--- src/hw/rtl/itv_pkg.sv ---
// ----------------------------------------------------------------------------
// itv_pkg
// Shared types and constants for the integer text validator: parse phases,
// radix codes, the finish record passed from parser to verdict stage, and
// character and register index codes.
// ----------------------------------------------------------------------------
`default_nettype none

package itv_pkg;

  // Parse phase of the current field
  typedef enum logic [2:0] {
    PH_LEAD  = 3'd0,  // skipping leading whitespace
    PH_SIGN  = 3'd1,  // sign seen
    PH_SZERO = 3'd2,  // signed zero seen
    PH_ZERO  = 3'd3,  // unsigned leading zero seen
    PH_NUM   = 3'd4,  // collecting digits
    PH_TRAIL = 3'd5   // skipping trailing whitespace
  } phase_t;

  // Number base of the digits being collected
  typedef enum logic [1:0] {
    RX_DEC = 2'd0,
    RX_HEX = 2'd1,
    RX_OCT = 2'd2
  } radix_t;

  // Summary of a finished field, handed to the verdict stage
  typedef struct packed {
    logic   ok;     // well formed, no overflow
    logic   neg;    // minus sign seen
    radix_t radix;
  } fin_t;

  // Configuration port
  localparam int unsigned CFG_IDX_W  = 3;
  localparam int unsigned CFG_DATA_W = 64;
  localparam int unsigned OUT_W      = 64;

  localparam logic [CFG_IDX_W-1:0] CFG_OCT_EN     = 3'd0;
  localparam logic [CFG_IDX_W-1:0] CFG_HEX_EN     = 3'd1;
  localparam logic [CFG_IDX_W-1:0] CFG_MIN_ENABLE = 3'd2;
  localparam logic [CFG_IDX_W-1:0] CFG_MIN_BOUND  = 3'd3;
  localparam logic [CFG_IDX_W-1:0] CFG_MAX_ENABLE = 3'd4;
  localparam logic [CFG_IDX_W-1:0] CFG_MAX_BOUND  = 3'd5;

  // Decimal digit counter: counts digits after the first, saturating
  localparam logic [4:0] DEC_CNT_MAX = 5'd19;
  localparam logic [4:0] DEC_CNT_SAT = 5'd31;

  // Character codes
  localparam logic [7:0] CH_SP    = 8'h20;
  localparam logic [7:0] CH_TAB   = 8'h09;
  localparam logic [7:0] CH_CR    = 8'h0D;
  localparam logic [7:0] CH_LF    = 8'h0A;
  localparam logic [7:0] CH_VT    = 8'h0B;
  localparam logic [7:0] CH_PLUS  = 8'h2B;
  localparam logic [7:0] CH_MINUS = 8'h2D;
  localparam logic [7:0] CH_0     = 8'h30;
  localparam logic [7:0] CH_1     = 8'h31;
  localparam logic [7:0] CH_7     = 8'h37;
  localparam logic [7:0] CH_9     = 8'h39;
  localparam logic [7:0] CH_UA    = 8'h41;
  localparam logic [7:0] CH_UF    = 8'h46;
  localparam logic [7:0] CH_UX    = 8'h58;
  localparam logic [7:0] CH_LA    = 8'h61;
  localparam logic [7:0] CH_LF_A  = 8'h66;
  localparam logic [7:0] CH_LX    = 8'h78;

endpackage : itv_pkg

`default_nettype wire

--- src/hw/rtl/itv_parser.sv ---
// ----------------------------------------------------------------------------
// itv_parser
// Input register and per-byte parse state. Each accepted byte advances the
// phase, sign, accumulator and digit count; the last byte of a
// field loads a finish record for the verdict stage and clears the state.
// ----------------------------------------------------------------------------
`default_nettype none

module itv_parser #(
  parameter int unsigned VALUE_BITS = 64
) (
  input  wire logic                  clk,
  input  wire logic                  rst_n,
  // byte stream
  input  wire logic                  in_valid,
  output logic                       in_ready,
  input  wire logic [7:0]            char_byte,
  input  wire logic                  last_char,
  // configuration
  input  wire logic                  oct_en,
  input  wire logic                  hex_en,
  // finish record
  output logic                       fin_valid,
  input  wire logic                  fin_ready,
  output itv_pkg::fin_t              fin,
  output logic [VALUE_BITS-1:0]      fin_acc
);
  import itv_pkg::*;

  localparam int unsigned VB = VALUE_BITS;
  localparam int unsigned WW = VALUE_BITS + 4;

  // input register
  logic        s0_v_r;
  logic [7:0]  byte_r;
  logic        last_r;

  // parse state
  phase_t          phase_r, phase_nxt;
  logic            neg_r, neg_nxt;
  logic [VB-1:0]   acc_r, acc_nxt;
  logic [4:0]      cnt_r, cnt_nxt;
  radix_t          rdx_r, rdx_nxt;
  logic            fail_r, fail_nxt;

  // finish register
  logic            fin_v_r;
  fin_t            fin_r;
  logic [VB-1:0]   fin_acc_r;

  logic s0_fire, fin_free;

  // character classes
  logic c_ws, c_dec, c_nz, c_oct, c_hex, c_x, c_sign;
  logic [3:0] hex_d;

  // digit unit
  radix_t        dig_rdx;
  logic          dig_ok;
  logic [VB-1:0] dig_acc;
  logic [4:0]    dig_cnt;
  logic [4:0]    cnt_inc;
  logic [VB-1:0] dec_limit;
  logic [WW-1:0] dec_sum;
  logic          dec_ovf;

  // Handshake: a non-last byte always advances; a last byte needs a free
  // finish register.
  assign fin_free = !fin_v_r || fin_ready;
  assign s0_fire  = s0_v_r && (!last_r || fin_free);
  assign in_ready = !s0_v_r || s0_fire;

  // Classify the held byte
  always_comb begin
    c_ws   = (byte_r == CH_SP) || (byte_r == CH_TAB) || (byte_r == CH_CR) ||
             (byte_r == CH_LF) || (byte_r == CH_VT);
    c_dec  = (byte_r >= CH_0) && (byte_r <= CH_9);
    c_nz   = (byte_r >= CH_1) && (byte_r <= CH_9);
    c_oct  = (byte_r >= CH_0) && (byte_r <= CH_7);
    c_x    = (byte_r == CH_LX) || (byte_r == CH_UX);
    c_sign = (byte_r == CH_PLUS) || (byte_r == CH_MINUS);
    c_hex  = 1'b1;
    hex_d  = byte_r[3:0];
    if (c_dec) begin
      hex_d = byte_r[3:0];
    end else if (((byte_r >= CH_LA) && (byte_r <= CH_LF_A)) ||
                 ((byte_r >= CH_UA) && (byte_r <= CH_UF))) begin
      hex_d = 4'(byte_r[3:0] + 4'd9);
    end else begin
      c_hex = 1'b0;
    end
  end

  // Digit unit: append one digit in the active base and check overflow
  assign dig_rdx   = (phase_r == PH_ZERO) ? RX_OCT : rdx_r;
  assign cnt_inc   = (cnt_r < DEC_CNT_SAT) ? 5'(cnt_r + 5'd1) : cnt_r;
  assign dec_limit = neg_r ? {1'b1, {(VB-1){1'b0}}} : {1'b0, {(VB-1){1'b1}}};
  assign dec_sum   = ({4'b0, acc_r} << 3) + ({4'b0, acc_r} << 1) +
                     WW'(byte_r[3:0]);
  assign dec_ovf   = dec_sum > {4'b0, dec_limit};

  always_comb begin
    dig_ok  = 1'b0;
    dig_acc = acc_r;
    dig_cnt = cnt_r;
    case (dig_rdx)
      RX_DEC: begin
        dig_cnt = cnt_inc;
        dig_ok  = c_dec && (cnt_inc <= DEC_CNT_MAX) && !dec_ovf;
        dig_acc = dec_sum[VB-1:0];
      end
      RX_HEX: begin
        dig_ok  = c_hex && !(|acc_r[VB-1 -: 4]);
        dig_acc = {acc_r[VB-5:0], hex_d};
      end
      RX_OCT: begin
        dig_ok  = c_oct && !(|acc_r[VB-1 -: 3]);
        dig_acc = {acc_r[VB-4:0], byte_r[2:0]};
      end
      default: begin
        dig_ok = 1'b0;
      end
    endcase
  end

  // Next phase
  always_comb begin
    phase_nxt = phase_r;
    if (!fail_r) begin
      unique case (phase_r)
        PH_LEAD: begin
          if (byte_r == CH_0)  phase_nxt = PH_ZERO;
          else if (c_sign)     phase_nxt = PH_SIGN;
          else if (c_nz)       phase_nxt = PH_NUM;
        end
        PH_SIGN: begin
          if (byte_r == CH_0)  phase_nxt = PH_SZERO;
          else if (c_nz)       phase_nxt = PH_NUM;
        end
        PH_SZERO: begin
          if (c_ws) phase_nxt = PH_TRAIL;
        end
        PH_ZERO: begin
          if (c_ws)                              phase_nxt = PH_TRAIL;
          else if ((hex_en && c_x) || oct_en)    phase_nxt = PH_NUM;
        end
        PH_NUM: begin
          if (c_ws) phase_nxt = PH_TRAIL;
        end
        PH_TRAIL: phase_nxt = PH_TRAIL;
        default:  phase_nxt = PH_LEAD;
      endcase
    end
  end

  // Next sign, accumulator, count, base and fail flag
  always_comb begin
    neg_nxt  = neg_r;
    acc_nxt  = acc_r;
    cnt_nxt  = cnt_r;
    rdx_nxt  = rdx_r;
    fail_nxt = fail_r;
    if (!fail_r) begin
      unique case (phase_r)
        PH_LEAD: begin
          if (c_sign) begin
            neg_nxt = (byte_r == CH_MINUS);
          end else if (c_nz) begin
            acc_nxt = VB'(byte_r[3:0]);
            rdx_nxt = RX_DEC;
          end else if (!c_ws && (byte_r != CH_0)) begin
            fail_nxt = 1'b1;
          end
        end
        PH_SIGN: begin
          if (c_nz) begin
            acc_nxt = VB'(byte_r[3:0]);
            rdx_nxt = RX_DEC;
          end else if (byte_r != CH_0) begin
            fail_nxt = 1'b1;
          end
        end
        PH_SZERO: begin
          fail_nxt = !c_ws;
        end
        PH_ZERO: begin
          if (c_ws) begin
            fail_nxt = 1'b0;
          end else if (hex_en && c_x) begin
            rdx_nxt = RX_HEX;
            acc_nxt = '0;
          end else if (oct_en) begin
            rdx_nxt  = RX_OCT;
            acc_nxt  = dig_ok ? dig_acc : '0;
            fail_nxt = !dig_ok;
          end else begin
            fail_nxt = 1'b1;
          end
        end
        PH_NUM: begin
          if (!c_ws) begin
            cnt_nxt  = dig_cnt;
            if (dig_ok) acc_nxt = dig_acc;
            fail_nxt = !dig_ok;
          end
        end
        PH_TRAIL: begin
          fail_nxt = !c_ws;
        end
        default: begin
          fail_nxt = 1'b1;
        end
      endcase
    end
  end

  // Input register
  always_ff @(posedge clk) begin
    if (!rst_n) begin
      s0_v_r <= 1'b0;
    end else if (in_ready) begin
      s0_v_r <= in_valid;
    end
  end

  always_ff @(posedge clk) begin
    if (in_valid && in_ready) begin
      byte_r <= char_byte;
      last_r <= last_char;
    end
  end

  // Parse state: advance on each byte, clear after the last one
  always_ff @(posedge clk) begin
    if (!rst_n || (s0_fire && last_r)) begin
      phase_r <= PH_LEAD;
      neg_r   <= 1'b0;
      acc_r   <= '0;
      cnt_r   <= '0;
      rdx_r   <= RX_DEC;
      fail_r  <= 1'b0;
    end else if (s0_fire) begin
      phase_r <= phase_nxt;
      neg_r   <= neg_nxt;
      acc_r   <= acc_nxt;
      cnt_r   <= cnt_nxt;
      rdx_r   <= rdx_nxt;
      fail_r  <= fail_nxt;
    end
  end

  // Finish register
  always_ff @(posedge clk) begin
    if (!rst_n) begin
      fin_v_r <= 1'b0;
    end else if (fin_free) begin
      fin_v_r <= s0_fire && last_r;
    end
  end

  always_ff @(posedge clk) begin
    if (s0_fire && last_r && fin_free) begin
      fin_r.ok    <= !fail_nxt && (phase_nxt != PH_LEAD) && (phase_nxt != PH_SIGN);
      fin_r.neg   <= neg_nxt;
      fin_r.radix <= rdx_nxt;
      fin_acc_r   <= acc_nxt;
    end
  end

  assign fin_valid = fin_v_r;
  assign fin       = fin_r;
  assign fin_acc   = fin_acc_r;

endmodule : itv_parser

`default_nettype wire

--- src/hw/rtl/itv_verdict.sv ---
// ----------------------------------------------------------------------------
// itv_verdict
// Turns a finish record into the signed result, applies the optional bounds
// and holds the verdict in the output register until it is taken.
// ----------------------------------------------------------------------------
`default_nettype none

module itv_verdict #(
  parameter int unsigned VALUE_BITS = 64
) (
  input  wire logic                         clk,
  input  wire logic                         rst_n,
  // finish record
  input  wire logic                         fin_valid,
  output logic                              fin_ready,
  input  wire itv_pkg::fin_t                fin,
  input  wire logic [VALUE_BITS-1:0]        fin_acc,
  // bounds
  input  wire logic                         min_enable,
  input  wire logic signed [itv_pkg::OUT_W-1:0] min_bound,
  input  wire logic                         max_enable,
  input  wire logic signed [itv_pkg::OUT_W-1:0] max_bound,
  // result
  output logic                              out_valid,
  input  wire logic                         out_ready,
  output logic                              out_is_valid,
  output logic signed [itv_pkg::OUT_W-1:0]  out_parsed_value
);
  import itv_pkg::*;

  logic                    out_v_r;
  logic                    ok_r;
  logic signed [OUT_W-1:0] val_r;

  logic                    out_free;
  logic signed [OUT_W-1:0] zext, value;
  logic                    pass;

  assign out_free  = !out_v_r || out_ready;
  assign fin_ready = out_free;

  // Form the signed value: decimal applies the sign, hex and octal
  // reinterpret the bit pattern as two's complement
  always_comb begin
    zext = OUT_W'(fin_acc);
    case (fin.radix)
      RX_DEC:  value = fin.neg ? OUT_W'(OUT_W'(0) - zext) : zext;
      default: value = OUT_W'($signed(fin_acc));
    endcase
    pass = fin.ok &&
           !(min_enable && (value < min_bound)) &&
           !(max_enable && (max_bound < value));
  end

  // Output register
  always_ff @(posedge clk) begin
    if (!rst_n) begin
      out_v_r <= 1'b0;
    end else if (out_free) begin
      out_v_r <= fin_valid;
    end
  end

  always_ff @(posedge clk) begin
    if (fin_valid && out_free) begin
      ok_r  <= pass;
      val_r <= pass ? value : '0;
    end
  end

  assign out_valid        = out_v_r;
  assign out_is_valid     = ok_r;
  assign out_parsed_value = val_r;

endmodule : itv_verdict

`default_nettype wire

--- src/hw/rtl/integer_text_validator.sv ---
// Path: after a field's last byte is accepted, the parse update loads its record
// into the finish register, then the verdict register presents the verdict.
// Throughput: one byte per cycle unless stalled; a waiting verdict stalls the last byte
// of the second field behind it and every byte after it; earlier bytes keep streaming.
// Reset: synchronous active-low; clears the pipeline valid flags, the parse state and
// all configuration registers to zero.
// ----------------------------------------------------------------------------
// integer_text_validator
// Parses a text field, one character per item, as a decimal, hex or octal
// integer and, after the last byte, emits one verdict with the signed value (zero on failure).
// ----------------------------------------------------------------------------
`default_nettype none

module integer_text_validator #(
  parameter int unsigned VALUE_BITS = 64
) (
  input  wire logic                                 clk,
  input  wire logic                                 rst_n,
  // configuration
  input  wire logic                                 cfg_we,
  input  wire logic [itv_pkg::CFG_IDX_W-1:0]        cfg_index,
  input  wire logic [itv_pkg::CFG_DATA_W-1:0]       cfg_wdata,
  // input characters
  input  wire logic                                 in_valid,
  output logic                                      in_ready,
  input  wire logic [7:0]                           in_char_byte,
  input  wire logic                                 in_last_char,
  // verdicts
  output logic                                      out_valid,
  input  wire logic                                 out_ready,
  output logic                                      out_is_valid,
  output logic signed [itv_pkg::OUT_W-1:0]          out_parsed_value
);
  import itv_pkg::*;

  logic                    oct_en_r;
  logic                    hex_en_r;
  logic                    min_enable_r;
  logic signed [OUT_W-1:0] min_bound_r;
  logic                    max_enable_r;
  logic signed [OUT_W-1:0] max_bound_r;

  logic                    fin_valid, fin_ready;
  fin_t                    fin;
  logic [VALUE_BITS-1:0]   fin_acc;

  // Configuration registers; unknown indexes are dropped
  always_ff @(posedge clk) begin
    if (!rst_n) begin
      oct_en_r      <= 1'b0;
      hex_en_r      <= 1'b0;
      min_enable_r  <= 1'b0;
      min_bound_r   <= '0;
      max_enable_r  <= 1'b0;
      max_bound_r   <= '0;
    end else if (cfg_we) begin
      unique case (cfg_index)
        CFG_OCT_EN:      oct_en_r      <= cfg_wdata[0];
        CFG_HEX_EN:      hex_en_r      <= cfg_wdata[0];
        CFG_MIN_ENABLE:  min_enable_r  <= cfg_wdata[0];
        CFG_MIN_BOUND:   min_bound_r   <= $signed(cfg_wdata[OUT_W-1:0]);
        CFG_MAX_ENABLE:  max_enable_r  <= cfg_wdata[0];
        CFG_MAX_BOUND:   max_bound_r   <= $signed(cfg_wdata[OUT_W-1:0]);
        default: begin
        end
      endcase
    end
  end

  itv_parser #(
    .VALUE_BITS (VALUE_BITS)
  ) u_parser (
    .clk         (clk),
    .rst_n       (rst_n),
    .in_valid    (in_valid),
    .in_ready    (in_ready),
    .char_byte   (in_char_byte),
    .last_char   (in_last_char),
    .oct_en      (oct_en_r),
    .hex_en      (hex_en_r),
    .fin_valid   (fin_valid),
    .fin_ready   (fin_ready),
    .fin         (fin),
    .fin_acc     (fin_acc)
  );

  itv_verdict #(
    .VALUE_BITS (VALUE_BITS)
  ) u_verdict (
    .clk              (clk),
    .rst_n            (rst_n),
    .fin_valid        (fin_valid),
    .fin_ready        (fin_ready),
    .fin              (fin),
    .fin_acc          (fin_acc),
    .min_enable       (min_enable_r),
    .min_bound        (min_bound_r),
    .max_enable       (max_enable_r),
    .max_bound        (max_bound_r),
    .out_valid        (out_valid),
    .out_ready        (out_ready),
    .out_is_valid     (out_is_valid),
    .out_parsed_value (out_parsed_value)
  );

endmodule : integer_text_validator

`default_nettype wire
--- config.mk ---
export PLATFORM = sky130hd
export DESIGN_NAME = integer_text_validator
export DESIGN_NICKNAME = d
export VERILOG_FILES = /design/src/hw/rtl/itv_pkg.sv /design/src/hw/rtl/itv_parser.sv /design/src/hw/rtl/itv_verdict.sv /design/src/hw/rtl/integer_text_validator.sv
export SDC_FILE = /design/constraint.sdc
export NUM_CORES = 1
export LEC_CHECK = 0
export BUFFER_PORTS_ARGS = -buffer_cell sky130_fd_sc_hd__clkbuf_2
export CORE_ASPECT_RATIO = 1.5
export CORE_MARGIN = 3
export CORE_UTILIZATION = 40
export CTS_CLUSTER_SIZE = 28
export DETAILED_ROUTE_END_ITERATION = 8
export GPL_TIMING_DRIVEN = 0
export MAX_ROUTING_LAYER = met4
export PLACE_DENSITY = 0.61
export SYNTH_ARGS = -nofsm -noshare
export SYNTH_HDL_FRONTEND = slang
export SYNTH_SLANG_ARGS = --single-unit
--- constraint.sdc ---
create_clock -name clk -period 7.07 [get_ports clk]
set_input_delay 1.414 -clock clk [delete_from_list [all_inputs] [get_ports clk]]
set_output_delay 1.414 -clock clk [all_outputs]
set_load 0.005 [all_outputs]
## Word-level counts from Yosys, hierarchy flattened

Cells that the tools add are included.

- Register bits: 353
- Latch bits: 0
- RAM bits: 0
- Bits in read-only memories: 0
- Input bits: 81
- Output and inout port bits: 67
- Word-level logic and storage cells: 182
- Memories kept: 0

- $add $sub $neg: 5
- Multiply operators: 0
- Divide/modulo/power cells: 0
- $lt $le $gt $ge: 13
- Eq/ne operators: 24
- Shift-type cells: 0
- Multiplexer cells: 51
- Bitwise operators: 2
- Reductions and logical operators: 64

Operators by type and width:

| operator | number |
|---|---|
| two-way mux 64 bit | 12 |
| one-hot mux 64 bit (4 select lines) | 1 |
| one-hot mux 64 bit (3 select lines) | 1 |
| less-than comparator 64 bit | 2 |
| adder 67 x 65 -> 68 bit | 1 |
| adder 68 x 4 -> 68 bit | 1 |
| > comparator 68 x 64 -> 1 bit | 1 |
| subtractor 1 x 64 -> 64 bit, first input constant | 1 |
| == test 8 x 4 -> 1 bit, second input constant | 4 |
| == test 8 x 6 -> 1 bit, second input constant | 4 |
| two-way mux 3 bit | 8 |
| logical AND 1 bit | 22 |
| == test 8 x 7 -> 1 bit, second input constant | 2 |
| greater-or-equal comparator 8 x 6 -> 1 bit, second input constant | 2 |
| greater-or-equal comparator 8 x 7 -> 1 bit, second input constant | 2 |
| <= comparator 8 x 6 -> 1 bit, second input constant | 2 |
| <= comparator 8 x 7 -> 1 bit, second input constant | 2 |
| two-way mux 1 bit | 15 |
| one-hot mux 3 bit (5 select lines) | 1 |
| two-way mux 2 bit | 7 |
| logical NOT 1 bit | 13 |
| logical OR 1 bit | 13 |
| == test 3 x 2 -> 1 bit, second input constant | 4 |
| == test 3 bit, second input constant | 4 |
| 23 further kinds | 34 |

## Logic depth before layout (Yosys ltp)

- Depth after elaboration: 16
- Gate-level depth with buffers: 30
- Depth with buffers taken out: 27

## By module

From an unflattened synthesis, not the netlist that was laid out.

- Cells, all modules: 3100
- Area total of the unflattened synthesis: 27211.1 sq um

By module, submodules not included:

| module | instances | cells each | area an instance (sq um) | seq. area each (sq um) |
|---|---|---|---|---|
| itv_parser | 1 | 1777 | 14980.6 | 3873.7 |
| itv_verdict | 1 | 821 | 7163.1 | 1971.9 |
| integer_text_validator | 1 | 502 | 5067.4 | 2642.5 |

## Worst setup path after synthesis

No wires, ideal clock.

- Path kind: register -> register
- Start: register u_parser.acc_r[0]
- End: register u_parser.acc_r[29]
- Library setup time: 0.117 ns
- Data arrival time: 6.409 ns
- Required time: 6.953 ns
- Setup slack: 0.545 ns
- Stages on the path, launching flop included: 29
- Path buffers: 2
- Clock period less this slack: 6.525 ns
- Path through: dfxtp_1 fa_1 inv_1 fa_1 nand2b_1 a21oi_1 o41a_1 o211ai_1 o2bb2ai_1 o41ai_2 a41oi_1 o21ai_0 a31oi_1 xnor2_1 ha_1 nand4_1 or3_1 nor3_1 nand4_1 mux2i_1 o31ai_1 a311oi_2 o311ai_2 a211oi_4 o211ai_2 o21a_1 buf_2 buf_2 a22o_1

- Cells in the longest elaborated chain, start to end: 12
- Elaborated cells on any way between the ends: 15
- Those cells by class: add/sub: 2; order compare: 1; mux: 10; reduce/logical: 2

RTL lines:

| what | line | text |
|---|---|---|
| from (decl) | itv_parser.sv:41 | `logic [VB-1:0] acc_r, acc_nxt;` |
| from (signal assigned) | itv_parser.sv:245 | `acc_r <= acc_nxt;` |
| adder 67 x 65 -> 68 bit * | itv_parser.sv:98 | `assign dec_sum = ({4'b0, acc_r} << 3) + ({4'b0, acc_r} << 1) +` |
| adder 68 x 4 -> 68 bit * | itv_parser.sv:98 |  |
| > comparator 68 x 64 -> 1 bit | itv_parser.sv:100 | `assign dec_ovf = dec_sum > {4'b0, dec_limit};` |
| logical NOT 1 bit | itv_parser.sv:109 | `dig_ok = c_dec && (cnt_inc <= DEC_CNT_MAX) && !dec_ovf;` |
| logical AND 1 bit | itv_parser.sv:109 |  |
| one-hot mux 1 bit (3 select lines) | itv_parser.sv:106 | `case (dig_rdx)` |
| two-way mux 64 bit | itv_parser.sv:194 | `acc_nxt = dig_ok ? dig_acc : '0;` |
| two-way mux 64 bit | itv_parser.sv:192 | `end else if (oct_en) begin` |
| two-way mux 64 bit | itv_parser.sv:189 | `end else if (hex_en && c_x) begin` |
| two-way mux 64 bit | itv_parser.sv:187 | `if (c_ws) begin` |
| one-hot mux 64 bit (4 select lines) * | itv_parser.sv:164 | `unique case (phase_r)` |
| two-way mux 64 bit * | itv_parser.sv:163 | `if (!fail_r) begin` |

Mark *: on every way between the ends. The rest lies on a longest branch, timed or not.
A chain may end at the register's enable or synchronous reset.

## Worst setup path after layout

- Start: register u_parser.byte_r[3]
- End: register u_parser.acc_r[9]

- Cells in the longest elaborated chain, start to end: 13
- Elaborated cells on any way between the ends: 51
- Those cells by class: add/sub: 1; order compare: 9; eq/ne: 9; mux: 14; reduce/logical: 18

RTL lines:

| what | line | text |
|---|---|---|
| from (decl) | itv_parser.sv:35 | `logic [7:0] byte_r;` |
| from (signal assigned) | itv_parser.sv:228 | `byte_r <= char_byte;` |
| parallel branches: the longest is 11 deep, another holds adder 68 x 4 -> 68 bit | - |  |
| one-hot mux 64 bit (4 select lines) * | itv_parser.sv:164 |  |
| two-way mux 64 bit * | itv_parser.sv:163 |  |

Mark *: on every way between the ends.

==> impl_results.md <==
- Status: finished, violations left
- Failing checks: setup timing
- Final setup viols: 21
- PnR worst setup slack: -0.0192 ns
- Final Cycle Share: 1.00
- Data arrival time of the critical path: ~7.6 ns
- First-pass GRT wire length: 127000 um
- Reg power frac: 0.481
- CTS tree: built
- Fraction of registers with async set/reset: 0
- Initial antenna violation count: 0
- # nets final: ~3600
- Ys flop type: dfxtp_1
- Routed vias: between 20000 and 25000
- Port buffer count: ~150
- WL final: around 83000 um
- GPL Wtd Cong: roughly 1.0
- Clk_skew: 0.0176 ns
- First-pass iteration count of the detailed router: 5
- Pwr Density: 151 nW/um2
- Part of the power in the clock network: 0.441
- Yosys Warn Count: 0
- Int Power: 3.43 mW
- Synth Cell Area: 25900 um2
- Required @ worst endpoint: around 7.5 ns
- Cell count after placement: between 4000 and 5000
- Grt total ovfl: 0
- Maximum VDD drop: 0.145 mV
- Number of diodes: 0
- Slew margin rel.: 0.173
- CTS max path bufs: 3
- Final Power: between 4 and 5 mW
- Number of remaining DRC errors: 0
- Synth Register Bits: between 300 and 400
- Routed Antenna Nets: 0
- Number of H-tree levels: 2
- Place WS: -2.03 ns
- CTS sink cnt: around 350
- Avg WL per Cell: slightly above 20 um
- GR peak layer: met2
- Count leader, synth: nand2_1
- Largest net degree at the start of global routing: 50
- Die area: between 60000 and 70000 um2
- Area Overhead vs Synth: 15.4%
- Top post-synthesis cells by count: 468 x nand2_1, 323 x ha_1, 211 x dfxtp_1
- Met1 Use GR: 0.262
- Clk slew on worst S/H paths: about 0.07 ns
- Mapped Nets: 3397
- NetSw: between 1 and 1.5 mW
- Clock root cell: clkbuf_16
- M2 GR Usage: 0.447
- Max Fclk: ~140 MHz
- Share of layout cells above drive strength 1: 0.136
- Slowest cell on crit path: fa_1
- Period minus WS final: ~7 ns
- Leading area contributor after synthesis: edfxtp_1
- Yosys top cell area share: 0.165
- Largest cells by area after synthesis: edfxtp_1 16%, dfxtp_1 16%, ha_1 16%
- Iteration-0 DRC Markers: 1312
- Chip height: between 300 and 400 um
- CTS Buf Count: 35
- Max incr delay on CP: 0.53 ns
- Rows: about 110
- Core area: about 64000 um2
- Post-layout util: 0.469
- Syn_area_per_cell: just under 9 um2
- GRT Total Usage: 0.245
- Max Transition Viols Final: 0
- Distinct cells, synth: 87
- Sequential share of the synthesized area: 0.327
- Switching portion of total power: 0.242
- Logic pwr share: 0.077
- Vias in the first global route: between 20000 and 25000
- HPWL after DPL: between 60000 and 70000 um
- Initial core utilization: 0.407
- Hold Vio Cnt, Final: 0
- Post-synth EDFFs: approximately 140
- Cells after synthesis: roughly 3000
- Crit. End Element: flop
- RSZ-0062 raised after global routing: yes
- Setup crit start kind: flop
- Finished Layout Cells: between 4000 and 5000
- Critical path class: flop to flop
- HP Class: flop to flop
- P_leak: approximately 13 nW
- Vias per Instance: about 5.6
- Slew @ Worst Pin: 1.24 ns
- IO Pins: between 100 and 150
- WHS: about 0.46 ns
- Die width: about 210 um
- Max_cap viols: 0
- Met3 usage: 0.0178
- CP Max Fanout: 10
- Worst-skew pair later-pin latency: between 0.5 and 0.6 ns
-- final timing paths --
kind	from	to	slack, ns	depth (start not counted)
max	u_parser.byte_r[3]$_DFFE_PP_	u_parser.acc_r[9]$_SDFFE_PP0P_	-0.02	29
min	max_bound_r[0]$_SDFFE_PN0P_	max_bound_r[0]$_SDFFE_PN0P_	0.46	2
max reg2reg	u_parser.byte_r[3]$_DFFE_PP_	u_parser.acc_r[9]$_SDFFE_PP0P_	-0.02	29
min reg2reg	max_bound_r[0]$_SDFFE_PN0P_	max_bound_r[0]$_SDFFE_PN0P_	0.46	2
-- per-layer routing --
layer / wire length [um] / part of all wire / vias up
met5: 0 / 0 / -
met4: 4950 / 0.060 / 0
met3: 2680 / 0.032 / 208
met2: 43500 / 0.52 / 544
met1: 32000 / 0.38 / 10864
li1: - / - / 11267
-- state kept, by name, summed over array words and instances, names as in the netlist, 2 cells and up --
name	count
max_bound_r	64
u_parser.fin_acc	64
u_verdict.out_parsed_value	64
u_parser.fin	4
u_parser.phase_r	3
min_bound_r	64
u_parser.acc_r	64
u_parser.cnt_r	5
u_parser.rdx_r	2
u_parser.byte_r	8
-- what timing repair did --
action | CTS | global route
gates resized for setup | 80 | 126
hold buffers | 0 | 0
gates cloned | 1 | 0
setup endpoints to repair | 195 | 188
pin swaps | 21 | 16
buffers inserted | 17 | 15
-- critical path, delay by kind of cell (launching register included) --
| family | cells | cell delay [ns] |
|---|---|---|
| adders and majority gates | 3 | 1.16 |
| xor gates and xnor gates | 1 | 0.13 |
| and+or+nand+nor | 7 | 1.38 |
| buffers and inverters | 6 | 1.07 |
| muxes | 1 | 0.26 |
| AOI/OAI and AO/OA | 11 | 2.48 |
| DFF | 1 | 0.52 |
-- logic make-up (layout without fill, tap and decap cells) --
kind of cell | Yosys count | count (layout) | share of synthesized area
XOR/XNOR | 124 | 124 | 0.0419
adder cells (fa/ha/maj) | 325 | 325 | 0.157
buffers and inverters | 326 | 572 | 0.0502
AND/OR/NAND/NOR | 939 | 939 | 0.164
AO/OA/AOI/OAI | 884 | 884 | 0.244
flip-flops | 353 | 353 | 0.327
multiplexers | 40 | 40 | 0.0157
-- power groups by stage --
stage / registers [mW] / clock network, mW / logic (mW)
floorplan: 2.22 / 0 / 0.202
global placement: 2.23 / 0 / 0.329
detailed placement: 2.23 / 0 / 0.335
CTS: 2.18 / 2.03 / 0.342
global route: 2.18 / 2.09 / 0.387
finish: 2.18 / 2.00 / 0.350
-- placed cells by master, fill, tap and decap left out, drive strengths merged, types with 7 or more instances in the layout --
master   synthesis  layout
nand2          468     468
ha             323     323
clkbuf         116     301
dfxtp          211     211
a21oi          190     190
nor2           189     189
inv            170     172
o21ai          159     159
edfxtp         142     142
a21boi         137     137
a21o           103     103
buf             40      84
xnor2           75      75
o2bb2ai         68      68
nand4           67      67
xor2            49      49
nor3            44      44
nand3           35      35
mux2i           35      35
o22ai           27      27
nor2b           27      27
o221ai          24      24
a31oi           22      22
or3             20      20
o31ai           20      20
nand2b          19      19
o211ai          17      17
o21bai          16      16
a211oi          16      16
nor4            14      14
o21a            12      12
and3            11      11
a22o            10      10
and2            10      10
or4              9       9
clkinv           0       9
or2              8       8
a22oi            7       7
o41ai            7       7
-- layout make-up --
class | instances | area, um2
fill | 6252 | 33900
multi-input combinational | 2312 | 16700
sequential | 353 | 8490
timing repair buffer | 184 | 1080
tap | 862 | 1080
clock buffer | 45 | 955
buffer | 156 | 782
inverter | 170 | 638
clock inverter | 17 | 234
-- per-stage QoR --
step | TNS (ns) | instance area, um2
final | -0.167 | 29900
after floorplan | 0 | 25900
after global placement | -353.04 | 27700
after global routing | -15.96 | 29900
after CTS | 0 | 29500
after detailed placement | -354.32 | 27800
(Power assumes the default switching activity.)
